[src/rtl/mse_pkg.sv]
// Shared types, opcodes and constants for the instruction execute block.
package mse_pkg;

   localparam int DataWordsDefault = 1024;

   localparam logic [5:0] OP_SPECIAL = 6'd0;
   localparam logic [5:0] OP_J       = 6'd2;
   localparam logic [5:0] OP_JAL     = 6'd3;
   localparam logic [5:0] OP_BEQ     = 6'd4;
   localparam logic [5:0] OP_BNE     = 6'd5;
   localparam logic [5:0] OP_BLEZ    = 6'd6;
   localparam logic [5:0] OP_BGTZ    = 6'd7;
   localparam logic [5:0] OP_ADDI    = 6'd8;
   localparam logic [5:0] OP_LUI     = 6'd15;
   localparam logic [5:0] OP_LW      = 6'd35;
   localparam logic [5:0] OP_SW      = 6'd43;

   localparam logic [5:0] FN_SLL  = 6'd0;
   localparam logic [5:0] FN_SRL  = 6'd2;
   localparam logic [5:0] FN_JR   = 6'd8;
   localparam logic [5:0] FN_MFHI = 6'd16;
   localparam logic [5:0] FN_MFLO = 6'd18;
   localparam logic [5:0] FN_MULT = 6'd24;
   localparam logic [5:0] FN_DIV  = 6'd26;
   localparam logic [5:0] FN_ADD  = 6'd32;
   localparam logic [5:0] FN_SUB  = 6'd34;
   localparam logic [5:0] FN_AND  = 6'd36;
   localparam logic [5:0] FN_OR   = 6'd37;
   localparam logic [5:0] FN_XOR  = 6'd38;
   localparam logic [5:0] FN_SLT  = 6'd42;

   localparam logic [1:0] ST_OK      = 2'd0;
   localparam logic [1:0] ST_UNKNOWN = 2'd1;
   localparam logic [1:0] ST_DIVZERO = 2'd2;
   localparam logic [1:0] ST_RANGE   = 2'd3;

   localparam logic [4:0] RA_INDEX = 5'd31;

   typedef enum logic [4:0] {
      K_SLL, K_SRL, K_ROTR, K_JR, K_MFHI, K_MFLO, K_MULT, K_DIV,
      K_ADD, K_SUB, K_AND, K_OR, K_XOR, K_SLT, K_J, K_JAL,
      K_BEQ, K_BNE, K_BLEZ, K_BGTZ, K_ADDI, K_LUI, K_LW, K_SW, K_BAD
   } kind_type;

   // classified instruction handed from front to back
   typedef struct packed {
      kind_type    kind;
      logic [4:0]  rs;
      logic [4:0]  rt;
      logic [4:0]  rd;
      logic [4:0]  sa;
      logic [25:0] target;
      logic [31:0] simm;
      logic [15:0] imm;
   } op_type;

   typedef enum logic [3:0] {
      S_IDLE, S_READ, S_EXEC, S_MUL2, S_MUL3, S_MUL4,
      S_DIVRUN, S_DIVFIX, S_MEMRD, S_MEMWAIT, S_DONE
   } state_type;

endpackage

[src/rtl/mse_decode.sv]
// Front end: accepts instruction words and classifies them.
module mse_decode (
   input  logic                 clock,
   input  logic                 reset,
   input  logic                 req_valid,
   output logic                 req_ready,
   input  logic [31:0]          req_instruction,
   output logic                 op_valid,
   input  logic                 op_ready,
   output mse_pkg::op_type      op_word
);
   import mse_pkg::*;

   logic        valid_ff, valid_in;
   op_type      word_ff, word_in;
   kind_type    kind;
   logic [5:0]  opc, fn;

   assign opc = req_instruction[31:26];
   assign fn  = req_instruction[5:0];

   always_comb begin
      kind = K_BAD;
      if (opc == OP_SPECIAL) begin
         unique case (fn)
            FN_SLL:  kind = K_SLL;
            FN_SRL:  kind = (req_instruction[25:21] == 5'd1) ? K_ROTR : K_SRL;
            FN_JR:   kind = K_JR;
            FN_MFHI: kind = K_MFHI;
            FN_MFLO: kind = K_MFLO;
            FN_MULT: kind = K_MULT;
            FN_DIV:  kind = K_DIV;
            FN_ADD:  kind = K_ADD;
            FN_SUB:  kind = K_SUB;
            FN_AND:  kind = K_AND;
            FN_OR:   kind = K_OR;
            FN_XOR:  kind = K_XOR;
            FN_SLT:  kind = K_SLT;
            default: kind = K_BAD;
         endcase
      end else begin
         unique case (opc)
            OP_J:    kind = K_J;
            OP_JAL:  kind = K_JAL;
            OP_BEQ:  kind = K_BEQ;
            OP_BNE:  kind = K_BNE;
            OP_BLEZ: kind = K_BLEZ;
            OP_BGTZ: kind = K_BGTZ;
            OP_ADDI: kind = K_ADDI;
            OP_LUI:  kind = K_LUI;
            OP_LW:   kind = K_LW;
            OP_SW:   kind = K_SW;
            default: kind = K_BAD;
         endcase
      end
   end

   // single-entry queue towards the back end
   assign req_ready = !valid_ff || op_ready;
   assign op_valid  = valid_ff;
   assign op_word   = word_ff;

   always_comb begin
      valid_in = valid_ff;
      word_in  = word_ff;
      if (op_ready) begin
         valid_in = 1'b0;
      end
      if (req_valid && req_ready) begin
         valid_in       = 1'b1;
         word_in.kind   = kind;
         word_in.rs     = req_instruction[25:21];
         word_in.rt     = req_instruction[20:16];
         word_in.rd     = req_instruction[15:11];
         word_in.sa     = req_instruction[10:6];
         word_in.target = req_instruction[25:0];
         word_in.imm    = req_instruction[15:0];
         word_in.simm   = {{16{req_instruction[15]}}, req_instruction[15:0]};
      end
   end

   always_ff @(posedge clock) begin
      if (reset) begin
         valid_ff <= 1'b0;
      end else begin
         valid_ff <= valid_in;
      end
      word_ff <= word_in;
   end

   assert property (@(posedge clock) disable iff (reset)
      (op_valid && !op_ready) |=> (op_valid && $stable(op_word)))
      else $error("queued word changed while stalled");
endmodule

[config.mk]
export PLATFORM = sky130hd
export DESIGN_NAME = mse_decode
export DESIGN_NICKNAME = d
export VERILOG_FILES = /design/src/rtl/mse_pkg.sv /design/src/rtl/mse_decode.sv
export SDC_FILE = /design/constraint.sdc
export NUM_CORES = 1
export LEC_CHECK = 0
export BUFFER_PORTS_ARGS = -buffer_cell sky130_fd_sc_hd__buf_2
export CORE_UTILIZATION = 41
export CTS_CLUSTER_DIAMETER = 60
export CTS_CLUSTER_SIZE = 25
export DETAILED_ROUTE_END_ITERATION = 8
export PLACE_DENSITY_LB_ADDON = 0.3
export SLEW_MARGIN = 20
export SYNTH_ARGS = -nofsm -noshare
export SYNTH_HDL_FRONTEND = slang
export SYNTH_SLANG_ARGS = --single-unit
[constraint.sdc]
create_clock -name clock -period 2 [get_ports clock]
set_input_delay 0.4 -clock clock [delete_from_list [all_inputs] [get_ports clock]]
set_output_delay 0.4 -clock clock [all_outputs]
set_load 0.1 [all_outputs]
==> results.py <==
metrics = {
    "run_status": {
        "status": "finished, violations left",
        "violations": "DRC",
    },
    "clocking": {
        "clock_path_buffers": 2,
        "cts_resized": 0,
        "numCtsBuffers": 5,
        "cts_max_level": 2,
        "cts_tree": "built",
        "clock_latency_ns": 0.28,
        "clk_pin_slew_worst_paths_ns": 0.06,
        "cts_root_buffer": "clkbuf_8",
        "cts.sinks": 32,
        "postCtsHoldBufs": 0,
        "postCtsSetupBuffers": 0,
    },
    "global_route": {
        "antenna_found_initial": 0,
        "grt_max_degree": 21,
        "grt_remaining_overflow": 0,
        "grt_usage_pct": 15.5,
        "grt_pass1_wl_mm": 5.80,
        "grt_pass1_vias": 1218,
    },
    "timing": {
        "finalCritPeriodShare_pct": 90.2,
        "fmax_mhz": 554,
        "grt_setup_unrepaired": "no",
        "drv_slew": 0,
        "worst_pin_slew_ns": 0.518,
        "skew_ns": 0.00343,
        "relSlewSlack_pct": 65.7,
        "period_needed_ns": 1.80,
        "setup_slack_ns": 0.196,
        "hold_violations": 0,
        "setup_violations": 0,
    },
    "cells_and_area": {
        "fin_util_pct": 50.7,
        "fillCellCount": 425,
        "fin_nets": 276,
        "area_delta_synth_final_pct": 15.8,
        "insertedDiodeCount": 0,
        "layout-drive-gt1-share_pct": 65.1,
        "final_area_um2": 2270,
    },
    "placement": {
        "place_congestion": 0.902,
        "place_ws_ns": 0.173,
        "hpwlAfterDp_mm": 3.24,
        "placed_cell_area_um2": 2180,
        "io_buffers": 136,
    },
    "synthesis": {
        "ys_seq_area_share_pct": 48.5,
        "yosysWarningCount": 0,
        "synth_area_leaders": "edfxtp_1 (48%), buf_4 (26%), nand2b_1 (1.6%), a2111oi_4 (1.4%), a21oi_1 (1.3%)",
        "synth_top_flop_cell": "edfxtp_1",
        "async_flop_share_pct": 0,
        "yosysTopAreaCell": "edfxtp_1",
        "avgSynthCellArea_um2": 11.8,
        "synth.top_cell.area_share_pct": 47.5,
        "ys_types": 43,
        "synth-edff-count": 31,
        "syn_nets": 202,
        "synth.cells.most_frequent": "buf_4 (68), edfxtp_1 (31)",
        "syn-instance-count": 166,
        "synth-seq-cells": 32,
        "synth.most_common_cell": "buf_4",
        "syn_area_um2": 1960,
    },
    "drt": {
        "wl_per_cell_um": 13.5,
        "via_per_inst": 4.86,
        "drc": 13,
        "drtIter0Drc": 69,
        "drt-pass1-iter-count": 6,
        "drt-total-wl_mm": 3.96,
        "postRouteAntennaNets": 0,
        "vias": 1424,
    },
    "power_and_ir_drop": {
        "p_clk_share_pct": 20.7,
        "sw_frac_of_total_pct": 50.3,
        "p_int_uw": 1190,
        "ir_drop_uv": 401,
        "switching_power_uw": 1210,
        "p_seq_share_pct": 33.7,
        "comb_power_share_pct": 45.7,
        "cellLeakagePower_uw": 0.00103,
        "powerDensity_nw_per_um2": 1060,
    },
    "hold_path": {
        "min_delay_path_depth": 2,
        "min_from": "reset",
        "worst_hold_path_type": "primary input to register",
    },
    "worst_setup_path": {
        "cp-start-kind": "register",
        "critPathCaptureType": "output port",
        "path_delay_family": "flip-flops",
        "path_class": "register to output port",
        "required_ns": 1.60,
        "crit_buf_inv": 1,
        "cp_max_fo": 20,
        "cpMaxStageDelayCell": "edfxtp_1",
        "reg2regPathDepth": 3,
        "crit_chain": "buf_2",
        "r2r_setup_slack_ns": 0.91,
        "worstSetupStartpoint": "op_word[63]",
        "cp.depth": 1,
        "r2r_start": "op_valid",
        "critPathArrivalTime_ns": 1.40,
        "cp_slowest_stage_delay_ns": 0.59,
    },
    "flow_run": {
        "cap_violations": 0,
    },
    "floorplanning": {
        "rows": 24,
        "coreArea_um2": 4470,
        "io_pins": 137,
        "start_util_pct": 43.8,
        "fp.dieW_um": 71.1,
        "die-area_um2": 5060,
        "die_height_um": 71.1,
    },
}
## routing by layer
layer / global-route usage [%] / vias up / routed length (µm)
met5: 0 / - / 0
met4: 8.89 / 0 / 114
met3: 2.28 / 10 / 203
met2: 30.4 / 75 / 2300
met1: 15.2 / 670 / 1350
li1: - / 669 / -
## cell families after synthesis
logic type | count (synthesis) | share of synthesized area [%]
AOI/OAI and AO/OA | 27 | 12.1
DFF | 32 | 48.5
and+or+nand+nor | 29 | 9.58
xor gates and xnor gates | 2 | 0.894
buffers and inverters | 76 | 28.9
## area by class of cell
| class | instances | area [µm²] | share of cell area (%) |
|---|---|---|---|
| clock buffers | 8 | 90.1 | 3.97 |
| repair buffers | 138 | 696 | 30.7 |
| inverters | 5 | 18.8 | 0.827 |
| well taps | 52 | 65.1 | 2.87 |
| multi-input cells | 58 | 447 | 19.7 |
| flip-flops and latches | 32 | 952 | 42.0 |
## power by group through the flow
| stage | logic (µW) | clock network [µW] | registers [µW] |
|---|---|---|---|
| floorplan | 768 | 0 | 1090 |
| global placement | 1100 | 0 | 821 |
| detailed placement | 1100 | 0 | 823 |
| CTS | 1100 | 505 | 809 |
| global route | 1120 | 530 | 814 |
| finish | 1100 | 496 | 808 |
## cells in the final DEF, fill, tap and decap left out, drive strengths merged, types with 2 or more instances in the layout
master,Yosys,routed
a2111oi,2,2
a211oi,2,2
a21oi,5,5
buf,70,138
clkbuf,1,8
edfxtp,31,31
inv,5,5
nand2,2,2
nand2b,5,5
nor2,5,5
nor3,4,4
nor3b,3,3
o21ai,3,3
o22a,2,2
or3,2,2
or4b,2,2
## metrics by stage
step                setup TNS [ns]  hold slack, ns  cells  power, µW
CTS                              0           0.255    293       2410
finish                           0           0.263    293       2400
global placement                 0           0.479    285       1920
floorplan                   -0.969           0.462    166       1860
detailed placement               0           0.482    285       1920
global route                     0           0.259    293       2460
## final timing paths
| check | to |
|---|---|
| worst min-delay path | op_valid |
| worst min register to register | op_valid |
| worst max register to register | op_word[98] |
| worst max-delay path | op_word[42] |
## flip-flops by register name, summed over array words and instances, names as in the netlist
signal and count:
op_valid 1, op_word 31
(Power assumes the default switching activity.)
